**config.mk**
```make
export PLATFORM = sky130hd
export DESIGN_NAME = ttc_emergency_brake_decision
export DESIGN_NICKNAME = d
export VERILOG_FILES = /design/src/ttc_pkg.sv /design/src/ttc_emergency_brake_decision.sv
export VERILOG_INCLUDE_DIRS = /design/src /design/src/src
export SDC_FILE = /design/constraint.sdc
export NUM_CORES = 2
export LEC_CHECK = 0
export BUFFER_PORTS_ARGS = -buffer_cell sky130_fd_sc_hd__buf_4
export CAP_MARGIN = 20
export CORE_ASPECT_RATIO = 1.2
export CORE_MARGIN = 5
export CORE_UTILIZATION = 25
export CTS_CLUSTER_DIAMETER = 60
export DETAILED_ROUTE_END_ITERATION = 7
export PLACE_DENSITY = 0.39
export RECOVER_POWER = 100
export SLEW_MARGIN = 20
export SYNTH_ARGS = -nofsm -noshare
export SYNTH_HDL_FRONTEND = slang
export SYNTH_SLANG_ARGS = --single-unit
```
**constraint.sdc**
```tcl
create_clock -name clk -period 29 [get_ports clk]
set_clock_uncertainty 0.05 [all_clocks]
set_input_delay 1.45 -clock clk [delete_from_list [all_inputs] [get_ports clk]]
set_output_delay 1.45 -clock clk [all_outputs]
set_load 0.1 [all_outputs]
```
**src/ttc_emergency_brake_decision_defines.svh**
```systemverilog
// ---------------------------------------------------------------------------
// TTC emergency brake decision: assertion macros
// Concurrent assertion wrappers, empty when SYNTHESIS is defined.
// ---------------------------------------------------------------------------
`ifndef TTC_EMERGENCY_BRAKE_DECISION_DEFINES_SVH
`define TTC_EMERGENCY_BRAKE_DECISION_DEFINES_SVH
`ifndef SYNTHESIS
`define TTC_ASSERT_IMP(label, clk, rst, ante, cons) \
  label: assert property (@(posedge clk) disable iff (rst) (ante) |-> (cons)) \
    else $error("assertion failed");
`define TTC_ASSERT_NXT(label, clk, rst, ante, cons) \
  label: assert property (@(posedge clk) disable iff (rst) (ante) |=> (cons)) \
    else $error("assertion failed");
`else
`define TTC_ASSERT_IMP(label, clk, rst, ante, cons)
`define TTC_ASSERT_NXT(label, clk, rst, ante, cons)
`endif
`endif

```
**src/ttc_pkg.sv**
```systemverilog
// ---------------------------------------------------------------------------
// TTC package
// Shared constants and types for the TTC emergency brake decision block.
// ---------------------------------------------------------------------------
`default_nettype none
package ttc_pkg;
  localparam int unsigned CfgW = 15;
  localparam logic [1:0] REG_ALARM = 2'd0;
  localparam logic [1:0] REG_BRAKE = 2'd1;
  localparam logic [1:0] REG_VMAX  = 2'd2;
  localparam logic [1:0] REG_VMIN  = 2'd3;
  localparam logic [CfgW-1:0] ALARM_RST = 15'd512;
  localparam logic [CfgW-1:0] BRAKE_RST = 15'd256;
  localparam logic [CfgW-1:0] VMAX_RST  = 15'd3840;
  localparam logic [CfgW-1:0] VMIN_RST  = 15'd640;
  localparam logic signed [15:0] TTC_MAX = 16'sd32767;
  localparam logic signed [15:0] TTC_MIN = -16'sd32768;
  localparam logic signed [15:0] TTC_NO_HIT = 16'sd25344;

  typedef enum logic [8:0] {
    ST_IDLE = 9'b000000001,
    ST_MUL1 = 9'b000000010,
    ST_MUL2 = 9'b000000100,
    ST_MUL3 = 9'b000001000,
    ST_SQRT = 9'b000010000,
    ST_PREP = 9'b000100000,
    ST_DIV  = 9'b001000000,
    ST_DEC  = 9'b010000000,
    ST_OUT  = 9'b100000000
  } state_t;
endpackage
`default_nettype wire

```
**src/ttc_emergency_brake_decision.sv**
```systemverilog
// ---------------------------------------------------------------------------
// TTC emergency brake decision
// Time to collision from distance, speed and acceleration, with alarm,
// latched braking, seatbelt and door control.
// ---------------------------------------------------------------------------
// Usage:
//  - Input channel (valid/ready): distance, speed, accel, aeb_on. One
//    transaction is taken only when the block is idle and its output
//    register is empty.
//  - Output channel (valid/ready): ttc, alarm, brake, belt_lock, door_lock,
//    one transaction per input transaction.
//  - Config channel (cfg_valid/cfg_ready/cfg_index/cfg_data): always ready;
//    index 0..3 = alarm, brake thresholds, max, min speed. Others ignored.
// Sequence: the non-negative acceleration path runs setup, divider, saturate
//  and decide from input to out_valid; the negative path runs multiply,
//  square root, prep, divider, saturate and decide. A new transaction is
//  taken only once the previous result has left the output register.
//  Timing is set by the shared restoring divider (one quotient bit a cycle)
//  and the bit-pair square root loop; one 32x32 multiplier is reused for
//  the two variable products of the discriminant.
// Reset: thresholds return to their defaults, braking and belt clear,
//  doors locked.
// Stall: the result holds in the output register until taken; no new
//  input transaction is taken meanwhile.
// ---------------------------------------------------------------------------
`default_nettype none
`include "ttc_emergency_brake_decision_defines.svh"
module ttc_emergency_brake_decision #(
  parameter int unsigned CFG_W = ttc_pkg::CfgW
) (
  input  wire logic                clk,
  input  wire logic                rst,
  input  wire logic                in_valid,
  output logic                     in_ready,
  input  wire logic [15:0]         distance,
  input  wire logic signed [15:0]  speed,
  input  wire logic signed [15:0]  accel,
  input  wire logic                aeb_on,
  output logic                     out_valid,
  input  wire logic                out_ready,
  output logic signed [15:0]       ttc,
  output logic                     alarm,
  output logic                     brake,
  output logic                     belt_lock,
  output logic                     door_lock,
  input  wire logic                cfg_valid,
  output logic                     cfg_ready,
  input  wire logic [1:0]          cfg_index,
  input  wire logic [CFG_W-1:0]    cfg_data
);
  import ttc_pkg::*;

  state_t state;
  logic [CFG_W-1:0] thr_alarm, thr_brake, vmax, vmin;
  logic braking, belt_locked, doors_locked;

  // latched item
  logic [15:0] d_r;
  logic signed [15:0] s_r, a_r;
  logic on_r;

  // shared 32x32 multiplier, operands in registers
  logic [31:0] mul_a, mul_b;
  logic [63:0] prod;
  assign prod = mul_a * mul_b;

  // discriminant magnitude pieces (bs^2 and |42467328*A*D|)
  logic [63:0] bs2, acd;
  logic [63:0] rad;   // remaining radicand
  logic [63:0] root;
  logic [63:0] sbit;

  // divider: |num| / |den|, 40 bit dividend
  logic [39:0] dvd;
  logic [21:0] dvs;
  logic [22:0] rem;
  logic        q_neg;
  logic [5:0]  cnt;
  logic        force_max, force_nohit;
  logic signed [15:0] ttc_r;

  logic [22:0] rem_sh;
  assign rem_sh = {rem[21:0], dvd[39]};

  logic [63:0] sq_t;
  assign sq_t = root + sbit;

  // numerator for quadratic path: r - 5120*S (signed, fits 41 bits)
  logic signed [41:0] qnum;
  assign qnum = $signed({2'b00, root[39:0]}) - 42'(s_r) * 42'sd5120;

  assign in_ready  = (state == ST_IDLE) && !out_valid;
  assign cfg_ready = 1'b1;

  always_ff @(posedge clk) begin
    if (rst) begin
      thr_alarm <= CFG_W'(ALARM_RST);
      thr_brake <= CFG_W'(BRAKE_RST);
      vmax <= CFG_W'(VMAX_RST);
      vmin <= CFG_W'(VMIN_RST);
    end else if (cfg_valid) begin
      case (cfg_index)
        REG_ALARM: thr_alarm <= cfg_data;
        REG_BRAKE: thr_brake <= cfg_data;
        REG_VMAX:  vmax <= cfg_data;
        REG_VMIN:  vmin <= cfg_data;
        default: ;
      endcase
    end
  end

  // result of divide, with saturation and special cases
  logic signed [15:0] div_ttc;
  always_comb begin
    if (force_max) div_ttc = TTC_MAX;
    else if (force_nohit) div_ttc = TTC_NO_HIT;
    else if (q_neg) div_ttc = (dvd > 40'd32768) ? TTC_MIN : -$signed(16'(dvd));
    else div_ttc = (dvd > 40'd32767) ? TTC_MAX : $signed(16'(dvd));
  end

  logic signed [17:0] t18;
  logic alarm_hit, brake_hit, belt_hit;
  always_comb begin
    t18 = 18'(ttc_r);
    alarm_hit = on_r && (ttc_r > 16'sd0) && (t18 < $signed({3'b0, thr_alarm}));
    brake_hit = alarm_hit && (t18 < $signed({3'b0, thr_brake})) && !braking
                && ($signed(18'(s_r)) < $signed({3'b0, vmax}))
                && ($signed(18'(s_r)) > $signed({3'b0, vmin}));
    belt_hit  = brake_hit && ((t18 <<< 1) < $signed({3'b0, thr_brake}));
  end

  always_ff @(posedge clk) begin
    if (rst) begin
      state <= ST_IDLE;
      out_valid <= 1'b0;
      braking <= 1'b0;
      belt_locked <= 1'b0;
      doors_locked <= 1'b1;
    end else begin
      if (out_valid && out_ready) out_valid <= 1'b0;
      case (state)
        ST_IDLE: begin
          if (in_valid && in_ready) begin
            d_r <= distance; s_r <= speed; a_r <= accel; on_r <= aeb_on;
            force_max <= 1'b0; force_nohit <= 1'b0;
            state <= ST_MUL1;
          end
        end
        ST_MUL1: begin
          if (a_r >= 0) begin
            // dividend 1152*D, divisor 5*|S|
            dvd <= 40'(d_r) * 40'd1152;
            dvs <= 22'(s_r[15] ? -32'(s_r) : 32'(s_r)) * 22'd5;
            q_neg <= s_r[15];
            force_max <= (s_r == 16'sd0);
            rem <= '0; cnt <= 6'd40;
            state <= ST_DIV;
          end else begin
            mul_a <= 32'(s_r[15] ? -32'(s_r) : 32'(s_r)) * 32'd5120;
            mul_b <= 32'(s_r[15] ? -32'(s_r) : 32'(s_r)) * 32'd5120;
            state <= ST_MUL2;
          end
        end
        ST_MUL2: begin
          bs2 <= prod;
          mul_a <= 32'(-32'(a_r));
          mul_b <= 32'(d_r);
          state <= ST_MUL3;
        end
        ST_MUL3: begin
          // |A|*D < 2^31, times 42467328 = 81 * 2^19
          acd <= (prod * 64'd81) << 19;
          state <= ST_SQRT;
          root <= '0;
          sbit <= 64'd1 << 62;
          rad <= '0;
          cnt <= 6'd0;
        end
        ST_SQRT: begin
          if (cnt == 6'd0) begin
            cnt <= 6'd1;
            if (acd > bs2) begin
              force_nohit <= 1'b1;
              rad <= '0;
            end else rad <= bs2 - acd;
          end else if (sbit == 64'd0) begin
            state <= ST_PREP;
          end else begin
            if (rad >= sq_t) begin
              rad <= rad - sq_t;
              root <= (root >> 1) + sbit;
            end else root <= root >> 1;
            sbit <= sbit >> 2;
          end
        end
        ST_PREP: begin
          // (r - bs) / (18*A); A<0 so sign flips
          dvd <= qnum[41] ? 40'(-qnum) : 40'(qnum);
          dvs <= 22'(-32'(a_r)) * 22'd18;
          q_neg <= !qnum[41] && (qnum != 0);
          rem <= '0; cnt <= 6'd40;
          state <= ST_DIV;
        end
        ST_DIV: begin
          if (cnt == 6'd0) begin
            state <= ST_DEC;
          end else begin
            cnt <= cnt - 6'd1;
            if (rem_sh >= {1'b0, dvs}) begin
              rem <= rem_sh - {1'b0, dvs};
              dvd <= {dvd[38:0], 1'b1};
            end else begin
              rem <= rem_sh;
              dvd <= {dvd[38:0], 1'b0};
            end
          end
        end
        ST_DEC: begin
          ttc_r <= div_ttc;
          state <= ST_OUT;
        end
        ST_OUT: begin
          ttc <= ttc_r;
          alarm <= alarm_hit;
          if (!alarm_hit) braking <= 1'b0;
          else if (brake_hit) braking <= 1'b1;
          brake <= alarm_hit && (braking || brake_hit);
          belt_lock <= belt_locked || belt_hit;
          door_lock <= doors_locked && !belt_hit;
          if (belt_hit) begin
            belt_locked <= 1'b1;
            doors_locked <= 1'b0;
          end
          out_valid <= 1'b1;
          state <= ST_IDLE;
        end
        default: state <= ST_IDLE;
      endcase
    end
  end

  `TTC_ASSERT_IMP(a_no_accept_busy, clk, rst, state != ST_IDLE, !in_ready)
  `TTC_ASSERT_NXT(a_out_after_dec, clk, rst, state == ST_OUT, out_valid)
  `TTC_ASSERT_IMP(a_belt_doors, clk, rst, belt_locked, !doors_locked)
  `TTC_ASSERT_IMP(a_brake_alarm, clk, rst, out_valid && brake, alarm)
endmodule
`default_nettype wire

```
==> flow_summary.json <==
{
  "grt_max_degree": 73,
  "synth_ff_type": "edfxtp_1",
  "ys_types": 109,
  "synthTopCellsByArea": "fa_1, edfxtp_1, ha_1",
  "yosysMostFrequentCell": "inv_1",
  "die_area_mm2": 0.327,
  "gp_congestion": 0.823,
  "drtIter0Drc": 3161,
  "hold_path.class": "reg -> reg",
  "ant_nets": 0,
  "ioPinCount": 94,
  "syn_avg_cell_area_um2": 9.24,
  "synth_top_area_cell": "fa_1",
  "numCtsBuffers": 88,
  "crit_type": "reg -> reg",
  "cts_resized": 0,
  "die_h_um": 625,
  "grt_pass1_vias": 63225,
  "rsz0062_at_grt": "no",
  "cts_sinks": 584,
  "nNetsFinal": 10327,
  "initial_core_util_pct": 25.0,
  "numPortBuffers": 92,
  "violations": "max-capacitance violations, max-slew violations",
  "grt_usage_pct": 15.7,
  "synth_cells": 8533,
  "slew_headroom_pct": -161,
  "dp_hpwl_um": 202000,
  "seq_area_frac_synth_pct": 21.3,
  "synth_top_area_share_pct": 23.9,
  "tightest_slew_ns": 3.92,
  "hold_viol": 0,
  "cts_root_buf": "clkbuf_16",
  "path_clk_slew_ns": 0.06,
  "htreeDepth": 3,
  "final.setup.tns_ns": 0,
  "route.detailed.drc": 0,
  "worstPathRequired_ns": 29.37,
  "hold_slack_ns": 0.404,
  "wl_um": 261000,
  "worstSkewPairLatency_ns": 0.72,
  "hold_buffers": 0,
  "crit_slowest_cell": "clkbuf_1",
  "overflow": 0,
  "arrival_ns": 12.55,
  "outcome": "finished, violations left",
  "area_growth_pct": 10.4,
  "core_area_mm2": 0.315,
  "setup_viol_count_final": 0,
  "clock.fmax_mhz": 82.1,
  "max_cap_viol_count": 20,
  "viasPerCell": 4.72,
  "synth_area_mm2": 0.0789,
  "async_flop_share_pct": 0,
  "dieWidth_um": 523,
  "placementRows": 226,
  "drt_first_pass_iters": 5,
  "cts_tree": "done",
  "max_stage_delay_ns": 1.38,
  "worst_setup_path_end_kind": "flop",
  "clockBufferDepth": 3,
  "fin_crit_ns": 12.18,
  "post_cts_buffers": 0,
  "ys_warn_count": 0,
  "period_share_pct": 42.0,
  "wl_per_cell_um": 20.5,
  "synth_edf_count": 511,
  "antenna_found_initial": 11,
  "final_layout_size_suffix_gt1_share_pct": 4.30,
  "crit_path_start_kind": "flop",
  "ys_ff_latch": 584,
  "grt_first_pass_wirelength_um": 396000,
  "slew_viol_final": 834,
  "synthTopCellsByCount": "inv_1, nand2_1, fa_1, ha_1, edfxtp_1",
  "vias": 60243,
  "cp_max_fo": 32
}
## logic make-up (layout without fill, tap and decap cells)
| family | after synthesis | count (layout) | share of synthesized area [%] |
|---|---|---|---|
| compound gates | 1528 | 1528 | 12.6 |
| xor+xnor | 464 | 464 | 5.19 |
| fa+ha+maj | 1790 | 1790 | 37.3 |
| buf+inv | 1535 | 1537 | 7.32 |
| flops | 584 | 584 | 21.3 |
| mux | 30 | 30 | 0.381 |
| other cells | 2 | 11 | 0.00952 |
| simple gates | 2600 | 2600 | 15.8 |
## path summary, 6_finish.rpt
check                           startpoint      end  slack (ns)  depth (start not counted)
worst max register to register    mul_a[0]  acd[63]       16.82                         38
worst max-delay path              mul_a[0]  acd[63]       16.82                         38
worst min-delay path               vmax[3]  vmax[3]        0.40                          2
worst min register to register     vmax[3]  vmax[3]        0.40                          2
## worst max-delay path: cells and delay by family, from the launching register on
family	cells	cell delay [ns]
compound gates	12	2.93
xor+xnor	2	0.65
fa+ha+maj	14	5.66
buf+inv	6	1.64
flops	1	0.32
simple gates	4	0.65
## metal layers
| layer | part of all wire [%] | global-route usage, % | wire (um) | up-vias |
|---|---|---|---|---|
| li1 | - | - | - | 28340 |
| met5 | 0 | 0 | 0 | - |
| met2 | 52 | 29.0 | 135000 | 959 |
| met4 | 2.3 | 3.71 | 6070 | 0 |
| met3 | 3.0 | 1.22 | 7870 | 269 |
| met1 | 43 | 19.9 | 112000 | 30675 |
## layout make-up
cell class / instances / area [um^2]
antenna: 6 / 15.0
clock buffer: 95 / 2260
clock inverter: 67 / 698
fill: 33811 / 228000
inverter: 1177 / 4420
multi-input combinational: 6417 / 56300
sequential: 584 / 16800
tap: 4218 / 5280
timing repair buffer: 198 / 1290
## cells in the final DEF, fill, tap and decap left out, types with 44 or more instances in the layout
cell type / netlist / layout
inv_1: 1176 / 1176
nand2_1: 1110 / 1109
fa_1: 940 / 940
ha_1: 850 / 850
edfxtp_1: 511 / 511
and2_1: 509 / 477
nor2_1: 399 / 392
a21oi_1: 385 / 382
o21ai_0: 280 / 310
xnor2_1: 272 / 271
xor2_1: 189 / 188
a21o_1: 185 / 185
a31oi_1: 104 / 104
buf_4: 1 / 98
nor3_1: 92 / 92
nand3_1: 92 / 92
clkbuf_16: 0 / 88
o21a_1: 73 / 73
dfxtp_1: 73 / 73
nand4_1: 67 / 67
nor2b_1: 62 / 62
o21bai_1: 60 / 60
clkbuf_1: 347 / 57
a211oi_1: 54 / 54
nand2b_1: 52 / 52
clkbuf_4: 0 / 46
and3_1: 45 / 44
## registers in the layout (all words and copies together) (netlist names), 32 cells and up
name	count
root	64
bs2	64
mul_a	32
rad	64
dvd	40
sbit	32
mul_b	32
acd	45
## metrics by stage
step,worst slack [ns],util (%),std cells,area [um^2]
6_report,16.82,27.7,12762,87100
4_1_cts,17.28,27.7,12755,87400
5_1_grt,16.06,27.6,12757,87100
3_5_place_dp,17.28,26.8,12593,84400
2_1_floorplan,18.75,-,8536,78900
3_3_place_gp,17.11,26.8,12593,84400
Power is left out: the tool's default activity adds up to more than one toggle a clock period on the data nets, which glitch-free logic cannot reach.
